## config.mk

```make
export PLATFORM = sky130hd
export DESIGN_NAME = traffic_light_mode_sequencer
export DESIGN_NICKNAME = d
export VERILOG_FILES = /design/src/hw/rtl/tlms_pkg.sv /design/src/hw/rtl/tlms_cfg_regs.sv /design/src/hw/rtl/tlms_core.sv /design/src/hw/rtl/traffic_light_mode_sequencer.sv
export SDC_FILE = /design/constraint.sdc
export NUM_CORES = 1
export LEC_CHECK = 0
export BUFFER_PORTS_ARGS = -buffer_cell sky130_fd_sc_hd__buf_4
export CAP_MARGIN = 25
export CORE_MARGIN = 5
export CORE_UTILIZATION = 40
export CTS_BUF_LIST = sky130_fd_sc_hd__clkbuf_4
export DETAILED_ROUTE_END_ITERATION = 6
export GPL_ROUTABILITY_DRIVEN = 0
export PLACE_DENSITY = 0.64
export SLEW_MARGIN = 20
export SYNTH_ARGS = -nofsm -noshare
export SYNTH_HDL_FRONTEND = slang
export SYNTH_SLANG_ARGS = --single-unit
```

## constraint.sdc

```tcl
create_clock -name clk -period 6.71 [get_ports clk]
set_input_delay 1.342 -clock clk [delete_from_list [all_inputs] [get_ports clk]]
set_output_delay 1.342 -clock clk [all_outputs]
set_load 0.01 [all_outputs]
```

## src/hw/rtl/tlms_pkg.sv

```systemverilog
// ----------------------------------------------------------------------------
// tlms_pkg
// Shared types and constants of the traffic light mode sequencer.
// ----------------------------------------------------------------------------
`default_nettype none

package tlms_pkg;

  localparam int NORMAL_STEPS = 5;
  localparam int NIGHT_STEPS  = 2;

  localparam int LAMP_W       = 3;
  localparam int MODE_W       = 2;
  localparam int EVENT_W      = 2;
  localparam int TIMER_W      = 16;
  localparam int NORMAL_PAT_W = LAMP_W * NORMAL_STEPS;
  localparam int NIGHT_PAT_W  = LAMP_W * NIGHT_STEPS;
  localparam int NORMAL_STEP_W = $clog2(NORMAL_STEPS);
  localparam int NIGHT_STEP_W  = $clog2(NIGHT_STEPS);

  // stream payload widths, padded to whole bytes
  localparam int IN_TDATA_W  = 8;
  localparam int OUT_TDATA_W = 8;

  // configuration port
  localparam int CFG_ADDR_W = 3;
  localparam int CFG_DATA_W = 16;

  localparam logic [CFG_ADDR_W-1:0] REG_NORMAL_PERIOD = 3'd0;
  localparam logic [CFG_ADDR_W-1:0] REG_BLINK_PERIOD  = 3'd1;
  localparam logic [CFG_ADDR_W-1:0] REG_NORMAL_PAT    = 3'd2;
  localparam logic [CFG_ADDR_W-1:0] REG_NIGHT_PAT     = 3'd3;
  localparam logic [CFG_ADDR_W-1:0] REG_EMERG_PAT     = 3'd4;

  // register reset values
  localparam logic [TIMER_W-1:0]      NORMAL_PERIOD_RST = 16'd1000;
  localparam logic [TIMER_W-1:0]      BLINK_PERIOD_RST  = 16'd500;
  localparam logic [NORMAL_PAT_W-1:0] NORMAL_PAT_RST    = 15'd15243;
  localparam logic [NIGHT_PAT_W-1:0]  NIGHT_PAT_RST     = 6'd47;
  localparam logic [LAMP_W-1:0]       EMERG_PAT_RST     = 3'd3;

  // modes
  localparam logic [MODE_W-1:0] MODE_NORMAL    = 2'd0;
  localparam logic [MODE_W-1:0] MODE_NIGHT     = 2'd1;
  localparam logic [MODE_W-1:0] MODE_EMERGENCY = 2'd2;
  localparam logic [MODE_W-1:0] MODE_UNUSED    = 2'd3;

  // decoded button events
  localparam logic [EVENT_W-1:0] EV_NONE   = 2'd0;
  localparam logic [EVENT_W-1:0] EV_SINGLE = 2'd1;
  localparam logic [EVENT_W-1:0] EV_DOUBLE = 2'd2;
  localparam logic [EVENT_W-1:0] EV_LONG   = 2'd3;

  typedef struct packed {
    logic [TIMER_W-1:0]      normal_period;
    logic [TIMER_W-1:0]      blink_period;
    logic [NORMAL_PAT_W-1:0] normal_pat;
    logic [NIGHT_PAT_W-1:0]  night_pat;
    logic [LAMP_W-1:0]       emerg_pat;
  } tlms_cfg_t;

  typedef struct packed {
    logic [MODE_W-1:0] mode;
    logic [LAMP_W-1:0] lamps;
  } tlms_res_t;

endpackage

`default_nettype wire

```

## src/hw/rtl/tlms_cfg_regs.sv

```systemverilog
// ----------------------------------------------------------------------------
// tlms_cfg_regs
// Configuration register file: periods and lamp pattern banks.
// ----------------------------------------------------------------------------
`default_nettype none

module tlms_cfg_regs (
  input  wire logic                            clk,
  input  wire logic                            rst_n,
  input  wire logic                            cfg_we,
  input  wire logic [tlms_pkg::CFG_ADDR_W-1:0] cfg_addr,
  input  wire logic [tlms_pkg::CFG_DATA_W-1:0] cfg_wdata,
  output tlms_pkg::tlms_cfg_t                  cfg
);
  import tlms_pkg::*;

  tlms_cfg_t cfg_r;

  always_ff @(posedge clk) begin
    if (!rst_n) begin
      cfg_r.normal_period <= NORMAL_PERIOD_RST;
      cfg_r.blink_period  <= BLINK_PERIOD_RST;
      cfg_r.normal_pat    <= NORMAL_PAT_RST;
      cfg_r.night_pat     <= NIGHT_PAT_RST;
      cfg_r.emerg_pat     <= EMERG_PAT_RST;
    end else if (cfg_we) begin
      // indexes past the last register are dropped
      unique case (cfg_addr)
        REG_NORMAL_PERIOD: cfg_r.normal_period <= cfg_wdata[TIMER_W-1:0];
        REG_BLINK_PERIOD:  cfg_r.blink_period  <= cfg_wdata[TIMER_W-1:0];
        REG_NORMAL_PAT:    cfg_r.normal_pat    <= cfg_wdata[NORMAL_PAT_W-1:0];
        REG_NIGHT_PAT:     cfg_r.night_pat     <= cfg_wdata[NIGHT_PAT_W-1:0];
        REG_EMERG_PAT:     cfg_r.emerg_pat     <= cfg_wdata[LAMP_W-1:0];
        default: ;
      endcase
    end
  end

  assign cfg = cfg_r;

endmodule

`default_nettype wire

```

## src/hw/rtl/tlms_core.sv

```systemverilog
// ----------------------------------------------------------------------------
// tlms_core
// Mode, timer and step registers with the per-tick next-state logic.
// ----------------------------------------------------------------------------
`default_nettype none

module tlms_core (
  input  wire logic                         clk,
  input  wire logic                         rst_n,
  input  wire tlms_pkg::tlms_cfg_t          cfg,
  input  wire logic                         tick_acc,
  input  wire logic [tlms_pkg::EVENT_W-1:0] press_code,
  output tlms_pkg::tlms_res_t               res
);
  import tlms_pkg::*;

  logic [MODE_W-1:0]        mode_r, mode_nxt;
  logic [TIMER_W-1:0]       timer_r, timer_nxt, timer_dec;
  logic [NORMAL_STEP_W-1:0] nstep_r, nstep_nxt, nstep_adv;
  logic [NIGHT_STEP_W-1:0]  kstep_r, kstep_nxt, kstep_adv;
  logic [NORMAL_PAT_W-1:0]  normal_sh;
  logic [NIGHT_PAT_W-1:0]   night_sh;
  logic [LAMP_W-1:0]        lamps;

  assign timer_dec = (timer_r != '0) ? timer_r - 1'b1 : timer_r;

  assign nstep_adv = (32'(nstep_r) + 1 >= NORMAL_STEPS) ? '0 : nstep_r + 1'b1;
  assign kstep_adv = (32'(kstep_r) + 1 >= NIGHT_STEPS)  ? '0 : kstep_r + 1'b1;

  always_comb begin
    mode_nxt  = mode_r;
    timer_nxt = timer_dec;
    nstep_nxt = nstep_r;
    kstep_nxt = kstep_r;
    unique case (mode_r)
      MODE_NORMAL: begin
        priority if (press_code == EV_SINGLE) begin
          mode_nxt  = MODE_NIGHT;
          timer_nxt = cfg.blink_period;
        end else if (press_code == EV_DOUBLE) begin
          mode_nxt  = MODE_EMERGENCY;
        end else if (timer_dec == '0) begin
          nstep_nxt = nstep_adv;
          timer_nxt = cfg.normal_period;
        end
      end
      MODE_NIGHT: begin
        priority if (press_code == EV_DOUBLE) begin
          mode_nxt  = MODE_EMERGENCY;
        end else if (press_code == EV_LONG) begin
          mode_nxt  = MODE_NORMAL;
          timer_nxt = cfg.normal_period;
        end else if (timer_dec == '0) begin
          kstep_nxt = kstep_adv;
          timer_nxt = cfg.blink_period;
        end
      end
      MODE_EMERGENCY: begin
        if (press_code == EV_SINGLE) begin
          mode_nxt  = MODE_NIGHT;
          timer_nxt = cfg.blink_period;
        end else if (press_code == EV_LONG) begin
          mode_nxt  = MODE_NORMAL;
          timer_nxt = cfg.normal_period;
        end
      end
      default: ;
    endcase
  end

  // pattern of the mode held at the start of the tick, step after the update;
  // a step past the bank reads as zero
  assign normal_sh = cfg.normal_pat >> (LAMP_W * 32'(nstep_nxt));
  assign night_sh  = cfg.night_pat  >> (LAMP_W * 32'(kstep_nxt));

  always_comb begin
    unique case (mode_r)
      MODE_NORMAL:    lamps = normal_sh[LAMP_W-1:0];
      MODE_NIGHT:     lamps = night_sh[LAMP_W-1:0];
      MODE_EMERGENCY: lamps = cfg.emerg_pat;
      default:        lamps = '0;
    endcase
  end

  always_ff @(posedge clk) begin
    if (!rst_n) begin
      mode_r  <= MODE_NORMAL;
      timer_r <= NORMAL_PERIOD_RST;
      nstep_r <= '0;
      kstep_r <= '0;
    end else if (tick_acc) begin
      mode_r  <= mode_nxt;
      timer_r <= timer_nxt;
      nstep_r <= nstep_nxt;
      kstep_r <= kstep_nxt;
    end
  end

  assign res.mode  = mode_nxt;
  assign res.lamps = lamps;

  a_mode_reachable: assert property (@(posedge clk) disable iff (!rst_n)
    mode_r != MODE_UNUSED)
    else $error("mode register holds the unused code");

  a_nstep_range: assert property (@(posedge clk) disable iff (!rst_n)
    32'(nstep_r) < NORMAL_STEPS)
    else $error("normal step index out of range");

  a_hold_idle: assert property (@(posedge clk) disable iff (!rst_n)
    !tick_acc |=> $stable(mode_r) && $stable(timer_r) && $stable(nstep_r))
    else $error("state changed without a tick");

  a_single_to_night: assert property (@(posedge clk) disable iff (!rst_n)
    tick_acc && mode_r == MODE_NORMAL && press_code == EV_SINGLE
      |=> mode_r == MODE_NIGHT && timer_r == $past(cfg.blink_period))
    else $error("single press in normal mode did not enter night mode");

endmodule

`default_nettype wire

```

## src/hw/rtl/traffic_light_mode_sequencer.sv

```systemverilog
// ----------------------------------------------------------------------------
// traffic_light_mode_sequencer
// Lamp sequencer with normal, night blink and emergency modes.
// ----------------------------------------------------------------------------
// Each request on the in_ stream is one system tick carrying a decoded
// button event; each tick gives exactly one request on the out_ stream with
// the lamp pattern to drive and the mode after the tick.
// Timing: the result of an accepted tick is taken into the output register at
// the edge that accepts it. One tick a cycle is sustained while the receiver
// does not stall, the mode/timer/step update being a single pass of logic.
// Stalls: in_tready stays high while the output register is empty or being
// drained, so a stalled receiver stops the input after one held result.
// Reset (rst_n low, synchronous) puts the block in normal mode at step 0 with
// the timer at 1000 ticks, restores the register reset values and empties the
// output register.
// Configuration: write cfg_wdata to register cfg_addr with cfg_we high, only
// while no tick is in flight; indexes past the last register are ignored.
// ----------------------------------------------------------------------------
`default_nettype none

module traffic_light_mode_sequencer (
  input  wire logic                             clk,
  input  wire logic                             rst_n,
  input  wire logic                             in_tvalid,
  output logic                                  in_tready,
  input  wire logic [tlms_pkg::IN_TDATA_W-1:0]  in_tdata,   // [1:0] press code
  output logic                                  out_tvalid,
  input  wire logic                             out_tready,
  output logic      [tlms_pkg::OUT_TDATA_W-1:0] out_tdata,  // [2:0] lamps, [4:3] mode
  input  wire logic                             cfg_we,
  input  wire logic [tlms_pkg::CFG_ADDR_W-1:0]  cfg_addr,
  input  wire logic [tlms_pkg::CFG_DATA_W-1:0]  cfg_wdata
);
  import tlms_pkg::*;

  tlms_cfg_t cfg;
  tlms_res_t res;
  tlms_res_t res_r;
  logic      out_valid_r;
  logic      tick_acc;

  assign in_tready = !out_valid_r || out_tready;
  assign tick_acc  = in_tvalid && in_tready;

  tlms_cfg_regs u_cfg_regs (
    .clk       (clk),
    .rst_n     (rst_n),
    .cfg_we    (cfg_we),
    .cfg_addr  (cfg_addr),
    .cfg_wdata (cfg_wdata),
    .cfg       (cfg)
  );

  tlms_core u_core (
    .clk        (clk),
    .rst_n      (rst_n),
    .cfg        (cfg),
    .tick_acc   (tick_acc),
    .press_code (in_tdata[EVENT_W-1:0]),
    .res        (res)
  );

  always_ff @(posedge clk) begin
    if (!rst_n) begin
      out_valid_r <= 1'b0;
    end else if (in_tready) begin
      out_valid_r <= in_tvalid;
    end
  end

  always_ff @(posedge clk) begin
    if (tick_acc) begin
      res_r <= res;
    end
  end

  assign out_tvalid = out_valid_r;
  assign out_tdata  = {{(OUT_TDATA_W - LAMP_W - MODE_W){1'b0}}, res_r.mode, res_r.lamps};

  a_result_follows: assert property (@(posedge clk) disable iff (!rst_n)
    tick_acc |=> out_valid_r)
    else $error("accepted tick left no result");

  a_stall_blocks: assert property (@(posedge clk) disable iff (!rst_n)
    out_valid_r && !out_tready |-> !tick_acc)
    else $error("tick accepted over a held result");

  a_mode_code: assert property (@(posedge clk) disable iff (!rst_n)
    out_valid_r |-> res_r.mode != MODE_UNUSED)
    else $error("result carries the unused mode code");

endmodule

`default_nettype wire

```

==> results of run 1 <==
## worst max-delay path by stage
stage / to / cells past startpoint / from / slack, ns
4_1_cts: out_tdata[2] / 11 / u_core.timer_r[0] / 2.79
6_report: u_core.timer_r[6] / 11 / u_core.timer_r[0] / 2.66
2_1_floorplan: out_tdata[0] / 13 / u_core.timer_r[0] / 3.37
3_5_place_dp: out_tdata[2] / 8 / in_tdata[1] / 2.55
3_3_place_gp: out_tdata[1] / 8 / in_tdata[1] / 2.64
5_1_grt: out_tdata[2] / 11 / u_core.timer_r[0] / 2.50
## cell type report
cell class,count,area (sq um),area share (%)
Clock buffer,10,75.07,1.261
Clock inverter,5,37.54,0.6304
Antenna cell,1,2.502,0.04203
Timing Repair Buffer,35,262.8,4.413
Inverter,13,48.80,0.8195
Multi-Input combinational cell,611,3571,59.97
Sequential cell,84,1732,29.08
Tap cell,180,225.2,3.782
## critical path, delay by kind of cell, from the launching register on
| family | cells | cell delay [ns] |
|---|---|---|
| and+or+nand+nor | 6 | 1.95 |
| AOI/OAI and AO/OA | 2 | 0.99 |
| DFF | 1 | 0.39 |
| buffers and inverters | 2 | 0.34 |
| adders and majority gates | 1 | 0.24 |
## cell families (layout without fill, tap and decap cells)
kind of cell	Yosys count	after routing
compound gates	224	224
simple gates	352	352
mux	25	25
flops	84	84
xor+xnor	4	4
other cells	1	4
buf+inv	76	63
fa+ha+maj	3	3
## synthesized netlist by cell type, drive strengths merged, types with 7 or more instances
library cell  instances
nand3                44
mux2i                20
a21boi               32
or3                   8
nand2               165
nor2b                12
a21oi                41
clkbuf               50
o211ai                9
o21ai                50
dfxtp                79
nor2                 49
a31oi                 8
nor4                 10
o21a                  7
o22ai                 7
buf                  13
nand2b                7
a211oi                8
o221ai                8
nor3                 16
o2111ai               7
inv                  11
## routing by layer
layer / up-vias / part of all wire (%)
li1: 2755 / -
met1: 2701 / 43
met2: 343 / 45
met3: 34 / 9.3
met4: 0 / 2.2
met5: - / 0
## power groups by stage
stage | combinational (W) | clock, W | sequential, W
after floorplan | 0.000153 | 0 | 0.000548
after global placement | 0.000197 | 0 | 0.000562
after detailed placement | 0.000204 | 0 | 0.000564
after CTS | 0.000204 | 0.000279 | 0.000553
after global routing | 0.000227 | 0.000292 | 0.000558
final | 0.000209 | 0.000272 | 0.000554
## sequential cells by signal, indices dropped and copies added (netlist names)
| name | count |
|---|---|
| u_cfg_regs.cfg | 56 |
| out_tvalid | 1 |
| u_core.kstep_r | 1 |
| u_core.mode_r | 2 |
| u_core.nstep_r | 3 |
| u_core.timer_r | 16 |
| out_tdata | 5 |
## metrics by stage
stage	hold WS, ns	cell area (sq um)
6_report	0.4769	5954
2_1_floorplan	0.4340	5615
4_1_cts	0.4785	5952
3_3_place_gp	0.4457	5837
5_1_grt	0.4989	5952
3_5_place_dp	0.4483	5839
==> reports/qor.yml, run 1 <==
status: "finished clean"
overflow: 0
synthesis.instances: 769
setup_viol: 0
synth_compound_area_share_pct: 27.02
root_buffer: "clkbuf_4"
postCtsSetupRepairBufs: 0
holdPathStages: 2
worstHoldEndpoint: "u_cfg_regs.cfg[15]"
core_area_sq_mm: 0.01383
min-delay-start: "u_cfg_regs.cfg[15]"
synth-seq-cells: 84
rsz0062_at_grt: "false"
drive_gt1_share_pct: 9.894
port_buffers: 32
tightest_slew_ns: 0.9892
min_path_type: "reg -> reg"
fp.dieH_microns: 128.4
cts-buffers-inserted: 9
power.density_mw_per_mm2: 173.9
synth-xor-area-share_pct: 0.6247
cap_viol_max_count: 0
clkSlewWorstSetupHoldPaths_ns: 0.15
crit_slowest_cell: "o31ai_1"
maxSlewViolCount: 0
regToRegSetupSlack_ns: 2.66
placementRows: 43
synth_fa_ha_area_share_pct: 0.6693
firstDrtPassIters: 5
met3_usage_pct: 4.898
crit_type: "reg -> reg"
drc: 0
ant_nets: 0
htree_levels: 3
synth_area_leaders: "dfxtp_1, nand2_1, a21boi_0"
viasPerCell: 6.212
track_usage_pct: 21.97
synth_top_area_share_pct: 28.20
finalHoldViolations: 0
grt_max_degree: 81
clock-sinks: 84
skew_ns: 0.02204
dp.cells: 923
antenna_found_initial: 0
fin_tns_setup_ns: 0
met1_usage_pct: 29.51
internal-power_w: 0.0006823
endpoint_kind: "register"
period_needed_ns: 4.050
path_cells: "inv_1 -> ha_1 -> or3b_1 -> o31ai_1 -> or4b_4 -> nor3_2 -> buf_4 -> and2_1 -> and3_1 -> nor4_1 -> o21ai_0"
grt_pass1_wl_mm: 28.77
period_share_pct: 60.36
nFillCells: 1393
combPwrFrac_pct: 20.2
post_drt_wl_per_cell_microns: 19.37
hold_buffers: 0
r2r_start: "u_core.timer_r[0]"
drtIter0Drc: 630
finalPower_w: 0.001036
vias: 5833
final_cell_mix: "nand2_1, dfxtp_1, nor2_1"
ys_warn_count: 0
fmax_ghz: 0.2469
ctsResizeCount: 0
synth_top_family_by_area: "simple AND/OR/NAND/NOR gates"
hpwl_mm: 12.83
r2r-end: "u_core.timer_r[6]"
slowest_delay_ns: 0.84
worstPathMaxFanout: 20
irDropWorstVdd_uv: 133.3
pre_cts_ws_ns: 2.555
p_seq_share_pct: 53.5
power_leakage_nw: 2.139
grt.busiest_layer: "met2"
switching_share_pct: 34.12
synthSimpleGateAreaFrac_pct: 30.46
async_reset_ff_share_pct: 0
relSlewSlack_pct: 33.64
nNetsFinal: 789
fin_ws_ns: 2.660
synth_area_leader_cell: "dfxtp_1"
finish.utilization_pct: 43.06
muxShareOfSynthArea_pct: 4.574
net-switching-power_w: 0.0003533
initial_core_util_pct: 40.56
grtUsageMet2_pct: 35.03
ys_seq_area_share_pct: 30.88
yosys_most_used_dff: "dfxtp_1"
layout_commonest_cell: "nand2_1"
die_area_sq_mm: 0.01649
drt-total-wl_mm: 18.19
cp-start-kind: "register"
synth_edf_count: 5
r2r_cells: 11
crit_arrival_ns: 4.40
required_ns: 7.06
yosysUniqueCellTypes: 77
pin_count: 42
netlist_area_sq_mm: 0.005608
p_clk_share_pct: 26.3
cts_tree: "done"
die_w_microns: 128.4
final_cells: 939
area_delta_synth_final_pct: 6.180
syn_area_per_cell_sq_um: 7.292
insertion_delay_ns: 0.48
ctsLongestPathBuffers: 2
grt_pass1_vias: 5376
Power figures use the tool's default switching activity.
==> run 2: changes to the inputs <==
--- a/config.mk
+++ b/config.mk
@@ -5,6 +5,7 @@
 export SDC_FILE = /design/constraint.sdc
 export NUM_CORES = 1
 export LEC_CHECK = 0
+export ABC_AREA = 1
 export BUFFER_PORTS_ARGS = -buffer_cell sky130_fd_sc_hd__buf_4
 export CAP_MARGIN = 25
 export CORE_MARGIN = 5
@@ -12,7 +13,7 @@
 export CTS_BUF_LIST = sky130_fd_sc_hd__clkbuf_4
 export DETAILED_ROUTE_END_ITERATION = 6
 export GPL_ROUTABILITY_DRIVEN = 0
-export PLACE_DENSITY = 0.64
+export PLACE_DENSITY = 0.66
 export SLEW_MARGIN = 20
 export SYNTH_ARGS = -nofsm -noshare
 export SYNTH_HDL_FRONTEND = slang
==> constraint.sdc (replaced) <==
create_clock -name clk -period 3.5 [get_ports clk]
set_input_delay 0.7 -clock clk [delete_from_list [all_inputs] [get_ports clk]]
set_output_delay 0.7 -clock clk [all_outputs]
set_load 0.01 [all_outputs]
==> reports/qor.yml, run 2 <==
status: "finished clean"
htree_levels: 3  # unchanged
maxSlewViolCount: 0  # unchanged
fp.dieH_microns: 125.7  # -2.1%
initial_core_util_pct: 40.57  # about the same
synth-seq-cells: 84  # unchanged
placementRows: 42  # -2.3%
finalPower_w: 0.002161  # +110%
drtIter0Drc: 492  # -22%
cts_tree: "done"
async_reset_ff_share_pct: 0  # unchanged
hpwl_mm: 11.50  # -10%
yosys_most_used_dff: "dfxtp_1"
ctsLongestPathBuffers: 2  # unchanged
root_buffer: "clkbuf_4"
worstPathMaxFanout: 15  # -25%
layout_commonest_cell: "nand2_1"
antenna_cells: 0  # -1
port_buffers: 32  # unchanged
antenna_found_initial: 0  # unchanged
die_area_sq_mm: 0.01579  # -4.2%
cts-buffers-inserted: 9  # unchanged
cp_top_family: "simple AND/OR/NAND/NOR gates"
track_usage_pct: 20.65  # -1.3 points
path_cells: "inv_1 -> ha_1 -> nand2_2 -> nor2_2 -> nand2_4 -> nand2_1 -> nand2_1 -> nand3_1 -> nor2_1 -> nand2_1 -> nor2_4 -> buf_4 -> nand4_1 -> nand2_1 -> inv_1 -> nand2_1 -> o21ai_0 -> a22oi_1 -> nand2_1"
skew_ns: 0.01308  # -0.008961 ns
core_area_sq_mm: 0.01319  # -4.6%
post_drt_wl_per_cell_microns: 15.10  # -22%
power_leakage_nw: 2.806  # +31%
synth_area_leaders: "dfxtp_1, nand2_1, nor2_1"
syn_area_per_cell_sq_um: 6.187  # -15%
endpoint_kind: "register"
relSlewSlack_pct: 37.84  # +4.2 points
combPwrFrac_pct: 27.2  # +7.0 points
yosysUniqueCellTypes: 43  # -44%
viasPerCell: 5.294  # -15%
period_share_pct: 86.92  # +27 points
synthesis.instances: 865  # +12%
grt_pass1_vias: 5144  # -4.3%
pin_count: 42  # unchanged
ys_seq_area_share_pct: 32.36  # +1.5 points
crit_arrival_ns: 3.27  # -1.13 ns
drc: 0  # unchanged
dp.cells: 1057  # +15%
slowest_delay_ns: 0.38  # -0.46 ns
final_cells: 1073  # +14%
net-switching-power_w: 0.0007933  # +120%
postCtsSetupRepairBufs: 0  # unchanged
crit_type: "reg -> reg"
fmax_ghz: 0.3287  # +33%
internal-power_w: 0.001368  # +100%
cp_common_cell: "nand2_1"
insertion_delay_ns: 0.47  # about the same
drt-total-wl_mm: 16.20  # -11%
cap_viol_max_count: 0  # unchanged
synth_area_leader_cell: "dfxtp_1"
area_delta_synth_final_pct: 10.73
switching_share_pct: 36.70  # +2.6 points
nNetsFinal: 927  # +17%
finalHoldViolations: 0  # unchanged
cp-start-kind: "register"
grt_max_degree: 57  # -30%
tightest_slew_ns: 0.9314  # -0.05785 ns
drive_gt1_share_pct: 10.48  # +0.58 points
crit_slowest_cell: "dfxtp_1"
ys_top_cells_by_count: "nand2_1, nor2_1, inv_1, dfxtp_1, a21oi_1"
clkSlewWorstSetupHoldPaths_ns: 0.14  # about the same
p_seq_share_pct: 49.4  # -4.1 points
path_buf_inv: 3  # +1
synth_edf_count: 5  # unchanged
ys_warn_count: 0  # unchanged
grt_pass1_wl_mm: 26.65  # -7.4%
required_ns: 3.73  # -3.33 ns
yosysMostFrequentCell: "nand2_1"
firstDrtPassIters: 5  # unchanged
vias: 5680  # -2.6%
min_path_type: "reg -> reg"
synth_top_area_share_pct: 29.55  # +1.4 points
ant_nets: 0  # unchanged
period_needed_ns: 3.042  # -1.008 ns
rsz0062_at_grt: "false"
p_clk_share_pct: 23.5  # -2.8 points
final_cell_mix: "nand2_1, nor2_1, inv_1"
largest_register_ffs: 56  # unchanged
irDropWorstVdd_uv: 248.3  # +86%
die_w_microns: 125.7  # -2.1%
netlist_area_sq_mm: 0.005351  # -4.6%
fin_tns_setup_ns: 0  # unchanged
power.density_mw_per_mm2: 364.8  # +110%
clock-sinks: 84  # unchanged
overflow: 0  # unchanged
setup_viol: 0  # unchanged
==> run 2: cell types whose count changed after synthesis, sizes merged, moves of 17 or more <==
| cell | before | now |
|---|---|---|
| inv | 11 | 96 |
| nand2 | 165 | 237 |
| nor2 | 49 | 105 |
| nand3 | 44 | 82 |
| a21oi | 41 | 76 |
| a21boi | 32 | 0 |
| o21ai | 50 | 74 |
| clkbuf | 50 | 29 |
| mux2i | 20 | 0 |
| o211ai | 9 | 26 |
==> run 2: stage by stage <==
stage	utilization (%)	hold WS [ns]	instance area, sq um	setup slack, ns
final	44.93	0.4598	5926	0.4580
after global routing	44.93	0.4484	5926	0.1154
after CTS	44.78	0.4482	5907	0.3018
after detailed placement	43.96	0.4424	5798	0.3414
after global placement	43.96	0.4386	5798	0.3519
after floorplan	-	0.4246	5359	0.9454
==> run 2: worst paths after layout <==
| check | from | end | slack [ns] | cells past startpoint |
|---|---|---|---|---|
| max | u_core.timer_r[0] | out_tdata[2] | 0.46 | 19 |
| max reg2reg | u_core.timer_r[0] | out_tdata[2] | 0.46 | 19 |
| min | u_cfg_regs.cfg[7] | u_cfg_regs.cfg[7] | 0.46 | 2 |
| min reg2reg | u_cfg_regs.cfg[7] | u_cfg_regs.cfg[7] | 0.46 | 2 |
==> run 2: metal layers <==
| layer | global-route usage, % | share of wire, % | up-vias |
|---|---|---|---|
| li1 | - | - | 2892 |
| met3 | 4.276 | 7.0 | 28 |
| met1 | 28.76 | 46 | 2552 |
| met2 | 32.82 | 45 | 208 |
| met5 | 0 | 0 | - |
| met4 | 5.230 | 1.7 | 0 |
==> run 2: cells by family (layout without fill, tap and decap cells) <==
group           count (synthesis)  count (layout)  synth area share (%)
simple gates                  441             441                 35.07
fa+ha+maj                       3               3                0.7015
buf+inv                       136             166                 10.19
other cells                     1               3               0.07008
xor+xnor                        1               1                0.1637
flops                          84              84                 32.36
compound gates                199             199                 21.44
==> run 2: what timing repair did <==
item / 4_1_cts / 5_1_grt
hold buffers: 0 / 0
gates resized for setup: 0 / 4
endpoints found under the setup margin: 0 / 5
==> run 2: cell type report <==
cell class              instances  area, sq um
well taps                     176        220.2
flip-flops and latches         84         1732
repair buffers                 52        390.4
fillers                      1423         7264
clock buffers                   9        67.56
inverters                      98        367.9
clock inverters                 7        41.29
multi-input cells             647         3107
==> run 2: worst reg2reg max path, cell delays in order, from the launching register on <==
cell and delay (ns):
dfxtp_1 0.38, inv_1 0.10, ha_1 0.24, nand2_2 0.15, nor2_2 0.08, nand2_4 0.21, nand2_1 0.11, nand2_1 0.20
nand3_1 0.11, nor2_1 0.10, nand2_1 0.09, nor2_4 0.14, buf_4 0.23, nand4_1 0.10, nand2_1 0.09, inv_1 0.09
nand2_1 0.07, o21ai_0 0.08, a22oi_1 0.16, nand2_1 0.09
==> run 2: power by group through the flow <==
| stage | logic (W) | clock network [W] | registers (W) |
|---|---|---|---|
| after floorplan | 0.000405 | 0 | 0.00108 |
| after global routing | 0.000667 | 0.000554 | 0.00107 |
| after detailed placement | 0.000575 | 0 | 0.00109 |
| after CTS | 0.000578 | 0.000519 | 0.00107 |
| after global placement | 0.000570 | 0 | 0.00109 |
| final | 0.000587 | 0.000507 | 0.00107 |
==> run 3: changes to the inputs <==
==> constraint.sdc (replaced) <==
create_clock -name clk -period 2.5 [get_ports clk]
set_input_delay 0.5 -clock clk [delete_from_list [all_inputs] [get_ports clk]]
set_output_delay 0.5 -clock clk [all_outputs]
set_load 0.01 [all_outputs]
==> reports/qor.yml, run 3 (synthesis results as in run 2) <==
endpoint_kind: "register"
ctsLongestPathBuffers: 2  # unchanged
setup_viol: 15  # +15
placementRows: 42  # unchanged
cp_top_family: "simple AND/OR/NAND/NOR gates"
maxSlewViolCount: 0  # unchanged
nFillCells: 1294  # -9.1%
cts_tree: "done"
core_area_sq_mm: 0.01319  # unchanged
nNetsFinal: 1023  # +10%
fmax_ghz: 0.3659  # +11%
antenna_found_initial: 0  # unchanged
irDropWorstVdd_uv: 454.4  # +83%
cp-start-kind: "register"
path_cells: "inv_2 -> ha_4 -> nand2_4 -> buf_6 -> nor2_4 -> nand3_2 -> nand3_4 -> nand2_2 -> nor2_1 -> nand2_1 -> nor2_4 -> buf_6 -> nand4_1 -> nand2_2 -> inv_4 -> nand2_1 -> o21ai_1 -> a22oi_1 -> nand2_1"
finalHoldViolations: 0  # unchanged
vias: 6220  # +9.5%
final_cells: 1168  # +8.9%
crit_type: "reg -> reg"
multiInputGateArea_sq_mm: 0.003592  # +16%
area_delta_synth_final_pct: 35.87
initial_core_util_pct: 40.57  # unchanged
crit_arrival_ns: 2.95  # -0.32 ns
drt-total-wl_mm: 18.04  # +11%
root_buffer: "clkbuf_4"
path_buf_inv: 4  # +1
crit_slowest_cell: "dfxtp_2"
hpwl_mm: 12.45  # +8.3%
ant_nets: 0  # unchanged
worstPathMaxFanout: 6  # -9
drtIter0Drc: 432  # -12%
pre_cts_ws_ns: -0.2962  # -0.6376 ns
required_ns: 2.71  # -1.02 ns
grt_pass1_wl_mm: 28.72  # +7.8%
cts-buffers-inserted: 9  # unchanged
register_area_sq_mm: 0.001748  # +0.94%
grt_pass1_vias: 5668  # +10%
grt_max_degree: 57  # unchanged
cap_viol_max_count: 0  # unchanged
overflow: 0  # unchanged
insertion_delay_ns: 0.47  # about the same
relSlewSlack_pct: 47.26  # +9.4 points
violations: "negative setup slack"
slowest_delay_ns: 0.35  # -0.03 ns
dp.cells: 1127  # +6.6%
drive_gt1_share_pct: 30.04  # +20 points
die_w_microns: 125.7  # unchanged
clock-sinks: 84  # unchanged
die_area_sq_mm: 0.01579  # unchanged
power.density_mw_per_mm2: 477.8  # +31%
pin_count: 42  # unchanged
layout_commonest_cell: "nand2_1"
period_needed_ns: 2.733  # -0.3094 ns
power_leakage_nw: 3.432  # +22%
final_cell_mix: "nand2_1, buf_4, inv_1"
period_share_pct: 109.3  # +22 points
cp_common_cell: "nand2_1"
htree_levels: 3  # unchanged
viasPerCell: 5.325  # +0.60%
fp.dieH_microns: 125.7  # unchanged
drc: 0  # unchanged
firstDrtPassIters: 5  # unchanged
largest_register_ffs: 56  # unchanged
status: "finished, violations left"
min_path_type: "in -> reg"
track_usage_pct: 22.01  # +1.4 points
post_drt_wl_per_cell_microns: 15.44  # +2.3%
tightest_slew_ns: 0.7903  # -0.1411 ns
rsz0062_at_grt: "true"
port_buffers: 32  # unchanged
fin_ws_ns: -0.2326  # -0.6906 ns
clkSlewWorstSetupHoldPaths_ns: 0.14  # about the same
skew_ns: 0.01605  # +0.002978 ns
antenna_cells: 0  # unchanged
finish.utilization_pct: 55.12  # +10 points
-- run 3: cell types whose count changed in the layout (fill, tap and decap cells not counted), sizes merged --
cell	change
buf	+96
clkinv	-2
bufinv	+1
-- run 3: repair_timing --
item,in CTS,in global routing
hold buffers,0,0
endpoints found under the setup margin,21,23
pin swaps,39,53
resized for setup,83,87
cloned,1,1
buffers inserted,12,13
-- run 3: worst min-delay path: stages --
cell     delay, ns
buf_4         0.10
nand2_1       0.05
nand3_1       0.06
-- run 3: final cells by class --
type                       count  share of cell area [%]
inverter                      98                   5.094
multi-input combinational    647                   49.41
clock buffer                   9                  0.9293
sequential                    84                   24.04
clock inverter                 6                  0.8776
timing repair buffer         148                   16.62
tap                          176                   3.029
-- run 3: power breakdown --
part | switching [W] | total (W) | internal (W)
registers | 0.0000578 | 0.00149 | 0.00143
logic | 0.000681 | 0.00118 | 0.000498
clock network | 0.000504 | 0.000804 | 0.000300
-- run 3: path summary, 6_finish.rpt --
check | start | end | slack, ns | cells past startpoint
max | u_core.timer_r[0] | out_tdata[0] | -0.23 | 19
max reg2reg | u_core.timer_r[0] | out_tdata[0] | -0.23 | 19
min reg2reg | u_cfg_regs.cfg[7] | u_cfg_regs.cfg[7] | 0.47 | 2
min | cfg_wdata[13] | u_cfg_regs.cfg[22] | 0.27 | 3
-- run 3: per-layer routing --
| metal | share of wire [%] | track usage, % | vias to the layer above |
|---|---|---|---|
| met1 | 43 | 29.32 | 2864 |
| met4 | 3.1 | 7.207 | 0 |
| met3 | 6.4 | 4.403 | 47 |
| li1 | - | - | 3092 |
| met5 | 0 | 0 | - |
| met2 | 47 | 35.87 | 217 |
-- run 3: per-stage QoR --
step | total power, W | area (sq um) | TNS [ns] | hold slack, ns
final | 0.003474 | 7271 | -1.669 | 0.2735
after global routing | 0.003655 | 7271 | -4.338 | 0.2675
after CTS | 0.003385 | 6873 | -0.5822 | 0.2539
after detailed placement | 0.002486 | 6349 | -2.503 | 0.4448
after global placement | 0.002475 | 6349 | -1.664 | 0.4414
after floorplan | 0.002078 | 5371 | 0 | 0.4246
